**src/hdl/mlpq_pkg.sv**
```systemverilog
package mlpq_pkg;

   // operation codes on req_func
   typedef enum logic [1:0] {
      FUNC_INSERT = 2'd0,
      FUNC_PEEK   = 2'd1,
      FUNC_GET    = 2'd2
   } func_type;

   // result codes on rsp_status
   typedef enum logic [2:0] {
      ST_INSERTED = 3'd0,
      ST_BADLEVEL = 3'd1,
      ST_FULL     = 3'd2,
      ST_EMPTY    = 3'd3,
      ST_ENTRY    = 3'd4
   } status_type;

   localparam int          VALUE_W       = 32;
   localparam int          ITEM_LEVEL_W  = 8;
   localparam int          OUT_LEVEL_W   = 4;
   localparam int          LIMIT_W       = 5;
   localparam logic [4:0]  LIMIT_RESET   = 5'd16;

   // command broadcast to every cell of the chain
   typedef struct packed {
      logic ins;   // insert the new word in level order
      logic rem;   // drop the head, everything moves one cell forward
   } cell_ctl_type;

endpackage

```
**src/hdl/mlpq_cell.sv**
```systemverilog
module mlpq_cell #(
   parameter int LW = 4
) (
   input  logic                  clock,
   input  logic                  reset,
   input  mlpq_pkg::cell_ctl_type ctl,
   input  logic [LW-1:0]         new_level,
   input  logic signed [31:0]    new_value,
   // neighbour towards the head
   input  logic                  prev_valid,
   input  logic [LW-1:0]         prev_level,
   input  logic signed [31:0]    prev_value,
   input  logic                  prev_keep,
   // neighbour towards the tail
   input  logic                  next_valid,
   input  logic [LW-1:0]         next_level,
   input  logic signed [31:0]    next_value,
   // own contents
   output logic                  valid,
   output logic [LW-1:0]         level,
   output logic signed [31:0]    value,
   output logic                  keep
);
   import mlpq_pkg::*;

   logic                valid_ff, valid_in;
   logic [LW-1:0]       level_ff, level_in;
   logic signed [31:0]  value_ff, value_in;

   // an entry stays put when it is at or ahead of the new word's level
   assign keep = valid_ff && (level_ff <= new_level);

   // next contents: hold, take the new word, or take a neighbour's word
   always_comb begin
      valid_in = valid_ff;
      level_in = level_ff;
      value_in = value_ff;
      if (ctl.rem) begin
         valid_in = next_valid;
         level_in = next_level;
         value_in = next_value;
      end else if (ctl.ins && !keep) begin
         if (prev_keep) begin
            valid_in = 1'b1;
            level_in = new_level;
            value_in = new_value;
         end else begin
            valid_in = prev_valid;
            level_in = prev_level;
            value_in = prev_value;
         end
      end
   end

   always_ff @(posedge clock) begin
      if (reset) begin
         valid_ff <= 1'b0;
      end else begin
         valid_ff <= valid_in;
      end
   end

   always_ff @(posedge clock) begin
      level_ff <= level_in;
      value_ff <= value_in;
   end

   assign valid = valid_ff;
   assign level = level_ff;
   assign value = value_ff;

endmodule

```
**config.mk**
```make
export PLATFORM = sky130hd
export DESIGN_NAME = mlpq_cell
export DESIGN_NICKNAME = d
export VERILOG_FILES = /design/src/hdl/mlpq_pkg.sv /design/src/hdl/mlpq_cell.sv
export SDC_FILE = /design/constraint.sdc
export NUM_CORES = 1
export LEC_CHECK = 0
export BUFFER_PORTS_ARGS = -buffer_cell sky130_fd_sc_hd__buf_2
export CAP_MARGIN = 20
export CELL_PAD_IN_SITES_DETAIL_PLACEMENT = 1
export CELL_PAD_IN_SITES_GLOBAL_PLACEMENT = 2
export CORE_ASPECT_RATIO = 1.5
export CORE_MARGIN = 4
export CORE_UTILIZATION = 22
export DETAILED_ROUTE_END_ITERATION = 6
export MAX_ROUTING_LAYER = met4
export PLACE_DENSITY_LB_ADDON = 0.1
export SLEW_MARGIN = 20
export SYNTH_ARGS = -nofsm -noshare
export SYNTH_HDL_FRONTEND = slang
export SYNTH_SLANG_ARGS = --single-unit
```
**constraint.sdc**
```tcl
create_clock -name clock -period 3 [get_ports clock]
set_clock_uncertainty 0.05 [all_clocks]
set_input_delay 0.6 -clock clock [delete_from_list [all_inputs] [get_ports clock]]
set_output_delay 0.6 -clock clock [all_outputs]
set_load 0.005 [all_outputs]
```
==> results.toml <==
[worst_hold_path]
hold_class = "reg -> reg"

[floorplan]
start_util_pct = 22.8
die_area_um2 = 10900
die_w_um = 86.6
ios = 153
die_h_um = 126
rows = 42
core_um2 = 8930

[final_layout]
layout-drive-gt1-share_pct = 49.7
fill_cells = 1109
layout.nets = 450
syn2layout_area_growth_pct = 50.1
layout_commonest_cell = "buf_2"
fin_util_pct = 34.2
final_cell_mix = "152 x buf_2, 37 x mux2i_1, 37 x nand2_1"
antenna_cells = 0

[job]
max_cap_viol_count = 0

[setup_path]
cp_num_buf_inv = 3
crit_slowest_cell = "ha_1"
path_max_fanout = 3
worst_path_most_repeated_cell = "buf_2"
critical-path-top-delay-family = "compound AO/OA/AOI/OAI gates"
cp-end-kind = "output port"
arrival_ps = 1770
path_cells = "buf_2 > inv_1 > ha_1 > a21oi_1 > nand2_1 > a21boi_0 > buf_2"
slowest_delay_ps = 330
required_ps = 2350
worst_setup_path_start_kind = "input pin"
crit_type = "in -> out"

[place]
dp_hpwl_um = 5260
io_buffers = 152
gp_congestion = 0.718
preCtsSetupSlack_ps = 550

[logic_synthesis]
syn-instance-count = 180
seq_area_frac_synth_pct = 54.0
synthArstFlopShare_pct = 0
synth_edf_count = 36
ys.flop_type = "edfxtp_1"
syn_nets = 299
ys_ff_latch = 37
ys_warn_count = 0
syn-cell-area_um2 = 2040
syn_area_per_cell_um2 = 11.3
synth_cell_types = 21

[timing]
fin_crit_ps = 2420
final-hold-violation-count = 0
tightest_slew_ps = 360
fin_crit_sh_pct = 80.7
setup_violations = 0
setup_ws_ps = 578
slew_headroom_pct = 76.0
max_freq_mhz = 413
rsz0062_at_grt = "no"
setup_tns_ps = 0
slew_violations = 0

[routing]
wirelength_um = 6500
vias_per_cell = 4.30
drtPass1Iterations = 4
drt_iter0_markers = 30
ant_nets = 0
drc = 0
wl_per_cell_um = 14.7
num_vias = 1900

[clocking]
ctsHoldBuffers = 0
tritoncts = "built"
cts.repair.resized = 0
cts_setup_buffers = 0
cts.sinks = 37
cts_buffers = 5
clk_pin_slew_ps = 50
clockRootBuffer = "clkbuf_16"
insertion_delay_ps = 270
htree_levels = 2
cts_max_path_buffers = 2

[grt]
grt-ovfl-total = 0
antenna_found_initial = 0
grtUsageTotal_pct = 12.1
grt_max_degree = 41
grt_pass1_vias = 2006
grt_pass1_wl_um = 9850

[power]
p_leak_uw = 0.00152
power_uw = 1460
p_per_area_nw_per_um2 = 478
ir_drop_v = 0.000223

[status]
outcome = "finished clean"
==> synth_stat cells, types with 2 or more instances <==
cell type / instances / area [µm²]
nand2b_1: 2 / 12.5
ha_1: 4 / 50.1
edfxtp_1: 36 / 1080
buf_6: 3 / 33.8
inv_1: 6 / 22.5
nand2_1: 37 / 139
o21ai_1: 30 / 150
o21ai_0: 6 / 30.0
mux2i_1: 37 / 370
buf_2: 8 / 40.0
==> path summary, 6_finish.rpt <==
kind,depth (start not counted),slack [ps],startpoint,to
worst max-delay path,7,580,new_level[3],keep
worst min-delay path,2,530,valid$_SDFFE_PP0P_,valid$_SDFFE_PP0P_
worst max register to register,5,1190,level[1]$_DFFE_PP_,value[22]$_DFFE_PP_
worst min register to register,2,530,valid$_SDFFE_PP0P_,valid$_SDFFE_PP0P_
==> registers in the layout (all words and copies together), names as in the netlist <==
register / flops
level: 4
valid: 1
value: 32
==> final cells by class <==
class	instances	area, µm²	share of cell area (%)
repair buffers	156	816	26.7
clock buffers	7	133	4.34
flip-flops and latches	37	1100	36.0
well taps	110	138	4.50
inverters	6	22.5	0.736
multi-input cells	125	845	27.6
clock inverters	1	5.00	0.164
==> through the flow <==
| stage | hold slack, ps | area [µm²] | std cells |
|---|---|---|---|
| 2_1_floorplan | 458 | 2040 | 180 |
| 3_3_place_gp | 495 | 2920 | 434 |
| 3_5_place_dp | 543 | 2920 | 434 |
| 4_1_cts | 552 | 3060 | 442 |
| 5_1_grt | 561 | 3060 | 442 |
| 6_report | 529 | 3060 | 442 |
==> power breakdown <==
part	switching, µW	internal (µW)	total [µW]
combinational	150	157	307
sequential	17.5	646	663
clock	186	307	493
total	354	1110	1460
==> per-layer routing <==
layer  share of wire [%]  wire length [µm]  global-route usage, %
met3                 9.7               629                   3.92
met4                 2.1               138                   4.22
met2                  53              3470                   21.7
met5                   0                 0                      -
met1                  35              2260                   12.1
==> tightest hold or removal path, delay by kind of cell, from the launching register on <==
family	cells	cell delay, ps
flops	1	370
simple gates	1	90
mux	1	60
==> cells by family (layout without fill, tap and decap cells) <==
kind of cell	count (synthesis)	count (layout)	synth area share, %
compound gates	42	42	11.6
fa+ha+maj	4	4	2.46
buf+inv	18	170	5.10
flops	37	37	54.0
mux	37	37	18.2
simple gates	42	42	8.66
Power figures use the tool's default switching activity.
